## src/hw/rtl/mtb_pkg.sv

```systemverilog
package mtb_pkg;

  localparam int unsigned TIMERS_DEF = 8;
  localparam int unsigned ID_W       = 3;
  localparam int unsigned TICK_W     = 32;
  localparam int unsigned OP_W       = 3;
  localparam int unsigned MAX_RES    = 8;
  localparam int unsigned RES_CNT_W  = $clog2(MAX_RES + 1);

  typedef enum logic [OP_W-1:0] {
    OP_INIT    = 3'd0,
    OP_START   = 3'd1,
    OP_STOP    = 3'd2,
    OP_TICK    = 3'd3,
    OP_QUERY   = 3'd4,
    OP_DESTROY = 3'd5
  } op_e;

  typedef enum logic [1:0] {
    ST_CREATED   = 2'd0,
    ST_STARTED   = 2'd1,
    ST_STOPPED   = 2'd2,
    ST_DESTROYED = 2'd3
  } status_e;

  typedef enum logic [1:0] {
    S_IDLE,
    S_RD,
    S_WR,
    S_FLUSH
  } fsm_e;

  typedef enum logic {
    KIND_EXPIRY = 1'b0,
    KIND_QUERY  = 1'b1
  } kind_e;

  typedef struct packed {
    logic [TICK_W-1:0] countdown;
    logic [TICK_W-1:0] delay;
    logic [TICK_W-1:0] period;
    logic              hard;
    status_e           status;
  } entry_t;

  typedef struct packed {
    kind_e             kind;
    logic [ID_W-1:0]   which_timer;
    status_e           status;
    logic [TICK_W-1:0] remaining;
    logic [TICK_W-1:0] info_delay;
    logic [TICK_W-1:0] info_period;
    logic              info_hard;
    logic              last;
  } result_t;

  localparam entry_t ENTRY_RST = '{
    countdown: '0,
    delay:     '0,
    period:    '0,
    hard:      1'b0,
    status:    ST_DESTROYED
  };

  // countdown load on init and start: delay, or period when the delay is zero
  function automatic logic [TICK_W-1:0] first_load(input logic [TICK_W-1:0] dly,
                                                    input logic [TICK_W-1:0] per);
    first_load = (dly != '0) ? dly : per;
  endfunction

endpackage

```

## src/hw/rtl/mtb_if.sv

```systemverilog
interface mtb_req_if import mtb_pkg::*; ();
  logic              valid;
  logic              ready;
  logic [OP_W-1:0]   op;
  logic [ID_W-1:0]   timer_id;
  logic [TICK_W-1:0] start_delay;
  logic [TICK_W-1:0] period_ticks;
  logic              hard_class;

  modport source (output valid, op, timer_id, start_delay, period_ticks, hard_class,
                  input ready);
  modport sink (input valid, op, timer_id, start_delay, period_ticks, hard_class,
                output ready);
endinterface

interface mtb_rsp_if import mtb_pkg::*; ();
  logic              valid;
  logic              ready;
  logic              kind;
  logic [ID_W-1:0]   which_timer;
  logic [1:0]        timer_status;
  logic [TICK_W-1:0] remaining;
  logic [TICK_W-1:0] info_delay;
  logic [TICK_W-1:0] info_period;
  logic              info_hard;
  logic              last;

  modport source (output valid, kind, which_timer, timer_status, remaining, info_delay,
                  info_period, info_hard, last, input ready);
  modport sink (input valid, kind, which_timer, timer_status, remaining, info_delay,
                info_period, info_hard, last, output ready);
endinterface

```

## src/hw/rtl/multi_timer_bank_core.sv

```systemverilog
// init, start, stop, destroy go through accept, memory read and update;
// a query reply is registered in the update step once the output register is free, then taken when ready
// tick: two passes (hard, then soft), one read-modify-write of the single-port timer
// memory per entry; a pass stalls when an event must go out while the output is busy
// reset clears control state and the per-timer valid flags; an unwritten timer
// reads as destroyed with zero fields, so no clearing pass is needed
module multi_timer_bank_core import mtb_pkg::*; #(
  parameter int unsigned NUM_TIMERS = TIMERS_DEF
) (
  input  logic      clk_i,
  input  logic      rst_ni,
  mtb_req_if.sink   req_i,
  mtb_rsp_if.source rsp_o
);

  localparam int unsigned IDX_W = (NUM_TIMERS > 1) ? $clog2(NUM_TIMERS) : 1;

  fsm_e                 state_q, state_d;
  op_e                  op_q, op_d;
  logic [ID_W-1:0]      tid_q, tid_d;
  logic [TICK_W-1:0]    dly_q, dly_d;
  logic [TICK_W-1:0]    per_q, per_d;
  logic                 hard_q, hard_d;
  logic [IDX_W-1:0]     idx_q, idx_d;
  logic                 cls_q, cls_d;
  logic [RES_CNT_W-1:0] cnt_q, cnt_d;
  logic                 pend_vld_q, pend_vld_d;
  result_t              pend_q, pend_d;
  logic                 out_vld_q, out_vld_d;
  result_t              out_q, out_d;
  logic [NUM_TIMERS-1:0] vld_q, vld_d;

  entry_t mem [NUM_TIMERS];
  entry_t rdata_q;
  logic   rd_en, we;
  entry_t wdata;

  logic [IDX_W+ID_W-1:0] tid_ext;
  logic [IDX_W+ID_W-1:0] idx_ext;
  logic [IDX_W-1:0]      addr;
  logic                  tid_ok;
  logic                  out_free;
  entry_t                ent;
  logic                  match, fires;
  logic [TICK_W-1:0]     cd_dec;
  result_t               ev;

  assign tid_ext  = {{IDX_W{1'b0}}, tid_q};
  assign idx_ext  = {{ID_W{1'b0}}, idx_q};
  assign tid_ok   = (int'(tid_q) < NUM_TIMERS);
  assign addr     = (op_q == OP_TICK) ? idx_q : tid_ext[IDX_W-1:0];
  assign out_free = !out_vld_q || rsp_o.ready;
  assign ent      = vld_q[addr] ? rdata_q : ENTRY_RST;

  // expiry evaluation for the entry under the scan
  assign match  = (ent.status == ST_STARTED) && (ent.hard == cls_q);
  assign cd_dec = ent.countdown - TICK_W'(1);
  assign fires  = match && ((ent.countdown == '0) || (cd_dec == '0));

  always_comb begin
    ev             = '0;
    ev.kind        = KIND_EXPIRY;
    ev.which_timer = idx_ext[ID_W-1:0];
    ev.status      = ST_STARTED;
    ev.remaining   = (ent.countdown == '0) ? '0 : cd_dec;
    if (fires) begin
      if (ent.period != '0) begin
        ev.remaining = ent.period;
      end else begin
        ev.status = ST_STOPPED;
      end
    end
  end

  always_comb begin
    state_d    = state_q;
    op_d       = op_q;
    tid_d      = tid_q;
    dly_d      = dly_q;
    per_d      = per_q;
    hard_d     = hard_q;
    idx_d      = idx_q;
    cls_d      = cls_q;
    cnt_d      = cnt_q;
    pend_vld_d = pend_vld_q;
    pend_d     = pend_q;
    out_vld_d  = out_vld_q;
    out_d      = out_q;
    vld_d      = vld_q;
    rd_en      = 1'b0;
    we         = 1'b0;
    wdata      = ent;
    req_i.ready = 1'b0;

    if (out_vld_q && rsp_o.ready) begin
      out_vld_d = 1'b0;
    end

    case (state_q)
      S_IDLE: begin
        req_i.ready = 1'b1;
        if (req_i.valid) begin
          op_d   = op_e'(req_i.op);
          tid_d  = req_i.timer_id;
          dly_d  = req_i.start_delay;
          per_d  = req_i.period_ticks;
          hard_d = req_i.hard_class;
          idx_d  = '0;
          cls_d  = 1'b1;
          cnt_d  = '0;
          // unused opcodes are dropped here
          if (req_i.op <= OP_DESTROY) begin
            state_d = S_RD;
          end
        end
      end
      S_RD: begin
        rd_en   = 1'b1;
        state_d = S_WR;
      end
      S_WR: begin
        case (op_q)
          OP_INIT: begin
            if (tid_ok) begin
              we          = 1'b1;
              wdata       = '{countdown: first_load(dly_q, per_q), delay: dly_q,
                              period: per_q, hard: hard_q, status: ST_CREATED};
              vld_d[addr] = 1'b1;
            end
            state_d = S_IDLE;
          end
          OP_START: begin
            if (tid_ok && (ent.status == ST_CREATED || ent.status == ST_STOPPED)) begin
              we              = 1'b1;
              wdata.countdown = first_load(ent.delay, ent.period);
              wdata.status    = ST_STARTED;
            end
            state_d = S_IDLE;
          end
          OP_STOP: begin
            if (tid_ok && ent.status == ST_STARTED) begin
              we           = 1'b1;
              wdata.status = ST_STOPPED;
            end
            state_d = S_IDLE;
          end
          OP_DESTROY: begin
            // an unwritten timer already reads as destroyed
            if (tid_ok && ent.status != ST_DESTROYED) begin
              we           = 1'b1;
              wdata.status = ST_DESTROYED;
            end
            state_d = S_IDLE;
          end
          OP_QUERY: begin
            if (out_free) begin
              out_vld_d         = 1'b1;
              out_d             = '0;
              out_d.kind        = KIND_QUERY;
              out_d.which_timer = tid_q;
              out_d.status      = ST_DESTROYED;
              out_d.last        = 1'b1;
              if (tid_ok) begin
                out_d.status      = ent.status;
                out_d.remaining   = ent.countdown;
                out_d.info_delay  = ent.delay;
                out_d.info_period = ent.period;
                out_d.info_hard   = ent.hard;
              end
              state_d = S_IDLE;
            end
          end
          OP_TICK: begin
            // an event waits in the holding register until the next one shows
            // whether it is the last
            if (!(fires && cnt_q < RES_CNT_W'(MAX_RES) && pend_vld_q && !out_free)) begin
              if (match) begin
                we              = 1'b1;
                wdata.countdown = ev.remaining;
                wdata.status    = ev.status;
              end
              if (fires && cnt_q < RES_CNT_W'(MAX_RES)) begin
                if (pend_vld_q) begin
                  out_vld_d = 1'b1;
                  out_d     = pend_q;
                end
                pend_vld_d = 1'b1;
                pend_d     = ev;
                cnt_d      = cnt_q + RES_CNT_W'(1);
              end
              if (idx_q == IDX_W'(NUM_TIMERS - 1)) begin
                idx_d = '0;
                if (cls_q) begin
                  cls_d   = 1'b0;
                  state_d = S_RD;
                end else begin
                  state_d = S_FLUSH;
                end
              end else begin
                idx_d   = idx_q + IDX_W'(1);
                state_d = S_RD;
              end
            end
          end
          default: begin
            state_d = S_IDLE;
          end
        endcase
      end
      S_FLUSH: begin
        if (!pend_vld_q) begin
          state_d = S_IDLE;
        end else if (out_free) begin
          out_vld_d  = 1'b1;
          out_d      = pend_q;
          out_d.last = 1'b1;
          pend_vld_d = 1'b0;
          state_d    = S_IDLE;
        end
      end
      default: begin
        state_d = S_IDLE;
      end
    endcase
  end

  always_ff @(posedge clk_i or negedge rst_ni) begin
    if (!rst_ni) begin
      state_q    <= S_IDLE;
      op_q       <= OP_INIT;
      idx_q      <= '0;
      cls_q      <= 1'b1;
      cnt_q      <= '0;
      pend_vld_q <= 1'b0;
      out_vld_q  <= 1'b0;
      vld_q      <= '0;
    end else begin
      state_q    <= state_d;
      op_q       <= op_d;
      idx_q      <= idx_d;
      cls_q      <= cls_d;
      cnt_q      <= cnt_d;
      pend_vld_q <= pend_vld_d;
      out_vld_q  <= out_vld_d;
      vld_q      <= vld_d;
    end
  end

  always_ff @(posedge clk_i) begin
    tid_q  <= tid_d;
    dly_q  <= dly_d;
    per_q  <= per_d;
    hard_q <= hard_d;
    pend_q <= pend_d;
    out_q  <= out_d;
  end

  // timer memory, one read or one write per cycle
  always_ff @(posedge clk_i) begin
    if (we) begin
      mem[addr] <= wdata;
    end
    if (rd_en) begin
      rdata_q <= mem[addr];
    end
  end

  assign rsp_o.valid        = out_vld_q;
  assign rsp_o.kind         = out_q.kind;
  assign rsp_o.which_timer  = out_q.which_timer;
  assign rsp_o.timer_status = out_q.status;
  assign rsp_o.remaining    = out_q.remaining;
  assign rsp_o.info_delay   = out_q.info_delay;
  assign rsp_o.info_period  = out_q.info_period;
  assign rsp_o.info_hard    = out_q.info_hard;
  assign rsp_o.last         = out_q.last;

`ifndef SYNTHESIS
  a_idle_no_pend: assert property (@(posedge clk_i) disable iff (!rst_ni)
    (state_q == S_IDLE) |-> !pend_vld_q)
    else $error("held expiry event left behind after a tick");

  a_cnt_bound: assert property (@(posedge clk_i) disable iff (!rst_ni)
    cnt_q <= RES_CNT_W'(MAX_RES))
    else $error("expiry event count past the limit");

  a_pend_in_tick: assert property (@(posedge clk_i) disable iff (!rst_ni)
    pend_vld_q |-> (op_q == OP_TICK))
    else $error("held expiry event outside a tick");

  a_no_write_on_read: assert property (@(posedge clk_i) disable iff (!rst_ni)
    rd_en |-> !we)
    else $error("timer memory read and written in one cycle");
`endif

endmodule
```

## src/flat_wrapper.sv

```systemverilog
// flat-port wrapper written by rule: the top's interface ports become plain ports
module multi_timer_bank_core_flat import mtb_pkg::*;
#(
  parameter int unsigned NUM_TIMERS = TIMERS_DEF
)
  (clk_i, rst_ni, req_i_valid, req_i_op, req_i_timer_id, req_i_start_delay, req_i_period_ticks, req_i_hard_class, req_i_ready, rsp_o_valid, rsp_o_kind, rsp_o_which_timer, rsp_o_timer_status, rsp_o_remaining, rsp_o_info_delay, rsp_o_info_period, rsp_o_info_hard, rsp_o_last, rsp_o_ready);
  mtb_req_if req_i_i ();
  mtb_rsp_if rsp_o_i ();
  input  logic clk_i;
  input  logic rst_ni;
  input wire logic [$bits(req_i_i.valid)-1:0] req_i_valid;
  input wire logic [$bits(req_i_i.op)-1:0] req_i_op;
  input wire logic [$bits(req_i_i.timer_id)-1:0] req_i_timer_id;
  input wire logic [$bits(req_i_i.start_delay)-1:0] req_i_start_delay;
  input wire logic [$bits(req_i_i.period_ticks)-1:0] req_i_period_ticks;
  input wire logic [$bits(req_i_i.hard_class)-1:0] req_i_hard_class;
  output wire logic [$bits(req_i_i.ready)-1:0] req_i_ready;
  output wire logic [$bits(rsp_o_i.valid)-1:0] rsp_o_valid;
  output wire logic [$bits(rsp_o_i.kind)-1:0] rsp_o_kind;
  output wire logic [$bits(rsp_o_i.which_timer)-1:0] rsp_o_which_timer;
  output wire logic [$bits(rsp_o_i.timer_status)-1:0] rsp_o_timer_status;
  output wire logic [$bits(rsp_o_i.remaining)-1:0] rsp_o_remaining;
  output wire logic [$bits(rsp_o_i.info_delay)-1:0] rsp_o_info_delay;
  output wire logic [$bits(rsp_o_i.info_period)-1:0] rsp_o_info_period;
  output wire logic [$bits(rsp_o_i.info_hard)-1:0] rsp_o_info_hard;
  output wire logic [$bits(rsp_o_i.last)-1:0] rsp_o_last;
  input wire logic [$bits(rsp_o_i.ready)-1:0] rsp_o_ready;
  assign req_i_i.valid = req_i_valid;
  assign req_i_i.op = req_i_op;
  assign req_i_i.timer_id = req_i_timer_id;
  assign req_i_i.start_delay = req_i_start_delay;
  assign req_i_i.period_ticks = req_i_period_ticks;
  assign req_i_i.hard_class = req_i_hard_class;
  assign req_i_ready = req_i_i.ready;
  assign rsp_o_valid = rsp_o_i.valid;
  assign rsp_o_kind = rsp_o_i.kind;
  assign rsp_o_which_timer = rsp_o_i.which_timer;
  assign rsp_o_timer_status = rsp_o_i.timer_status;
  assign rsp_o_remaining = rsp_o_i.remaining;
  assign rsp_o_info_delay = rsp_o_i.info_delay;
  assign rsp_o_info_period = rsp_o_i.info_period;
  assign rsp_o_info_hard = rsp_o_i.info_hard;
  assign rsp_o_last = rsp_o_i.last;
  assign rsp_o_i.ready = rsp_o_ready;
  multi_timer_bank_core #(.NUM_TIMERS(NUM_TIMERS)) u_core (.clk_i(clk_i), .rst_ni(rst_ni), .req_i(req_i_i), .rsp_o(rsp_o_i));
endmodule
```

## config.mk

```make
export PLATFORM = sky130hd
export DESIGN_NAME = multi_timer_bank_core_flat
export DESIGN_NICKNAME = d
export VERILOG_FILES = /design/src/hw/rtl/mtb_pkg.sv /design/src/hw/rtl/mtb_if.sv /design/src/hw/rtl/multi_timer_bank_core.sv /design/src/flat_wrapper.sv
export SDC_FILE = /design/constraint.sdc
export NUM_CORES = 1
export LEC_CHECK = 0
export BUFFER_PORTS_ARGS = -buffer_cell sky130_fd_sc_hd__buf_2
export CAP_MARGIN = 20
export CORE_ASPECT_RATIO = 2
export CORE_MARGIN = 4
export CORE_UTILIZATION = 30
export DETAILED_ROUTE_END_ITERATION = 8
export PLACE_DENSITY = 0.5
export SLEW_MARGIN = 10
export SYNTH_ARGS = -nofsm -noshare
export SYNTH_HDL_FRONTEND = slang
export SYNTH_SLANG_ARGS = --single-unit
```

## constraint.sdc

```tcl
create_clock -name clk_i -period 24.9 [get_ports clk_i]
set_clock_uncertainty 0.1 [all_clocks]
set_input_delay 4.98 -clock clk_i [delete_from_list [all_inputs] [get_ports clk_i]]
set_output_delay 4.98 -clock clk_i [all_outputs]
set_load 0.02 [all_outputs]
```

==> results.md <==
* Status: complete, no violations
* Switch Pwr at roughly 1.8 mW
* Flops & latches, synth at 1123
* Layout net count at 3101
* Number of fillers in the final layout at 14100
* TritonRoute pass-1 iters at 6
* Worst reg2reg path startpoint: u_core.op_q[2]
* Final setup vio count at 0
* Crit path launch type: register
* Worst-Margin Slew at 1190 ps
* Post-CTS setup repair buffer count at 0
* Core Util, Final at 34.7%
* Final Hold Vio Count at 0
* MaxCap Viol Count at 0
* Inserted Clock Buffers at 100
* Yosys warnings at 0
* Post-synth ARST share at slightly above 2%
* Starting Density at 30.2%
* Avg Vias per Cell at approximately 5.6
* Cell-internal power at 3.57 mW
* Clock power frac at 28.9%
* Most frequent cells in the layout: edfxtp_1, a22oi_1, nand2_1
* GRT Overall Usage at 19.7%
* Number of global-route vias before repair at 27800
* Clock latency at the later pin of the worst-skew pair at 760 ps
* Post-DP HPWL at 97.3 mm
* Fin crit period at 8730 ps
* Input/output buffers at 180
* Worst-path clk slew at 70 ps
* Reg-to-reg slack, setup at between 15000 and 20000 ps
* Post-Synthesis Cells at 2853
* Fmax at ~0.11 GHz
* CP Capture Type: register
* Layout cells sized above 1 at about 16%
* Pwr Density at 107 mW/mm^2
* Fin Hold WS at roughly 370 ps
* Critical path's most frequent cell: buf_4
* Gpl congestion at about 0.9
* H-tree depth at 3
* Worst-case clock buffer depth at 3
* Sequential Area at approximately 0.034 sq mm
* Commonest non-fill, non-tap cell in the layout: edfxtp_1
* CP max stage cell: buf_4
* Seq/Total Area, Yosys at 76.5%
* R2r endpoint: u_core.mem[5][58]
* Post-route ant nets at 0
* Post-Route WL at between 150 and 200 mm
* Post-synth top area share at 75.1%
* CP max stage delay at 720 ps
* Worst r2r path cells at 19
* Worst-path fanout max at 43
* Die ar. at 0.153 sq mm
* Post-DP Area at 0.0472 sq mm
* # resized after CTS at 0
* Switching Share at 33.8%
* Detailed-route via count at between 20000 and 30000
* Post-Syn Area per Cell at roughly 15 sq um
* CP Cell Sequence: nand3b_2 -> mux2i_1 -> o211ai_1 -> nand3_1 -> nand2_4 -> nand2_1 -> ha_1 -> nor3b_1 -> nand4_4 -> or3_2 -> and3b_1 -> o41ai_1 -> a2111o_1 -> o21ai_1 -> a211oi_1 -> o21a_1 -> and2_4 -> buf_4 -> buf_4
* Antenna violations before repair at 5
* Multi-input combinational cell area at 0.00964 sq mm
* Largest net degree at the start of global routing at between 100 and 150
* Yosys cell types at 88
* Post-Syn Area at 0.0440 sq mm
* DR iter-0 viols at roughly 2900
* Synth Net Count at 2933
* Post-synth EDFFs at between 1000 and 1500
* Layout area overhead at 14.8%
* Global-route wire length before repair at between 200 and 250 mm
* Main synth FF type: edfxtp_1
* Comb power frac at 23.1%
* CTS sink count at 1123
* Final instance area at around 0.050 sq mm
* Leakage Power at 16.3 nW
* DRC viols at 0
* Final setup TNS at 0 ps
* CTS Root Buffer Type: clkbuf_16
* Final WS setup at 16170 ps
* RSZ-0062 raised after global routing: no
* HP Class: reg2reg
* Fin crit share at 35.0%
* Die Width at around 280 um
* Crit path capture: u_core.mem[5][58]
* CTS tree: yes
* Final slew viol count at 0
* Remaining global-route overflow at 0
* Top cells by area, synth: edfxtp_1, a22oi_1, nand2_1
* Cell total after placement at between 4000 and 5000
* Synth area leader: edfxtp_1
* Hold bufs inserted after CTS at 0
* Final cell count without fillers at approximately 5000
* VDD IR-drop max at 0.0696 mV
* Setup CP Type: reg2reg
* WL per Instance at 31.1 um
* WP data arrival at around 9000 ps
* CORE AREA at between 0.1 and 0.15 sq mm
* Slew HR at about a fifth
* Crit. Startpoint: u_core.op_q[2]
* CP required at 25110 ps
* Design Power at 5.38 mW
* Setup WS pre-CTS at 16130 ps
* IO Count at 181
* Die Height at ~550 um
* Row count at 198
* Register share of total power at 48.0%
-- power groups by stage --
stage,logic (mW),registers [mW],clock network [mW]
2_1_floorplan,0.677,2.53,0
3_3_place_gp,1.22,2.62,0
3_5_place_dp,1.23,2.62,0
4_1_cts,1.24,2.58,1.59
5_1_grt,1.32,2.58,1.66
6_report,1.24,2.58,1.56
-- synth_stat cells, types with 17 or more instances --
| cell type | n |
|---|---|
| inv_1 | 18 |
| o21ai_0 | 190 |
| a22oi_1 | 404 |
| nor2_1 | 45 |
| nor4_1 | 38 |
| nand4_1 | 111 |
| nand2_1 | 273 |
| a21o_1 | 17 |
| a2bb2oi_1 | 21 |
| clkbuf_1 | 167 |
| edfxtp_1 | 1100 |
| and3_1 | 65 |
| a21oi_1 | 92 |
| o21a_1 | 26 |
| xnor2_1 | 18 |
| dfrtp_1 | 22 |
-- worst min-delay path by stage --
stage / start / to / slack [ps] / cells past startpoint
5_1_grt: u_core.vld_q[2] / u_core.vld_q[2] / 390 / 1
6_report: u_core.vld_q[2] / u_core.vld_q[2] / 370 / 1
3_3_place_gp: u_core.vld_q[2] / u_core.vld_q[2] / 340 / 1
4_1_cts: u_core.vld_q[2] / u_core.vld_q[2] / 360 / 1
2_1_floorplan: u_core.vld_q[5] / u_core.vld_q[5] / 330 / 2
3_5_place_dp: u_core.vld_q[2] / u_core.vld_q[2] / 350 / 1
-- cell families (layout without fill, tap and decap cells) --
group,after synthesis,count (layout),share of synthesized area [%]
DFF,1123,1123,76.5
AOI/OAI and AO/OA,859,859,13.5
and+or+nand+nor,620,620,7.20
buffers and inverters,212,459,2.01
xor gates and xnor gates,24,24,0.478
muxes,10,10,0.245
adders and majority gates,5,5,0.142
other,0,4,0
-- per-layer routing --
layer  global-route usage, %  part of all wire, %  vias up  wire (um)
li1                        -                    -    11800          -
met1                    24.8                   39    14200      60000
met2                    33.5                   49     1469      76100
met3                    3.24                  7.3      323      11400
met4                    9.07                  5.2        0       8060
met5                       0                    0        -          0
-- critical path: cells and delay by family (launching register included) --
kind | cells | cell delay (ps)
AO/OA/AOI/OAI | 6 | 1880
multiplexers | 1 | 580
flip-flops | 1 | 520
adder cells (fa/ha/maj) | 1 | 460
AND/OR/NAND/NOR | 9 | 3320
buffers and inverters | 2 | 1250
-- layout make-up --
cell class	instances	share of cell area [%]
Tap cell	1900	4.71
Antenna cell	4	0.0198
Timing Repair Buffer	259	3.08
Inverter	19	0.144
Clock inverter	65	1.22
Sequential cell	1123	66.6
Multi-Input combinational cell	1518	19.1
Clock buffer	116	5.16
-- registers in the layout (all words and copies together), names as in the netlist, 2 cells and up --
name / cells
u_core.op_q: 3
u_core.rsp_o.which_timer: 3
u_core.rdata_q: 99
u_core.rsp_o.remaining: 32
u_core.pend_q: 37
u_core.idx_q: 3
u_core.rsp_o.info_period: 32
u_core.tid_q: 3
u_core.cnt_q: 4
u_core.vld_q: 8
u_core.state_q: 2
u_core.rsp_o.timer_status: 2
u_core.dly_q: 32
u_core.mem: 792
u_core.per_q: 32
u_core.rsp_o.info_delay: 32
Note: power is estimated with default switching activity, not from simulation.
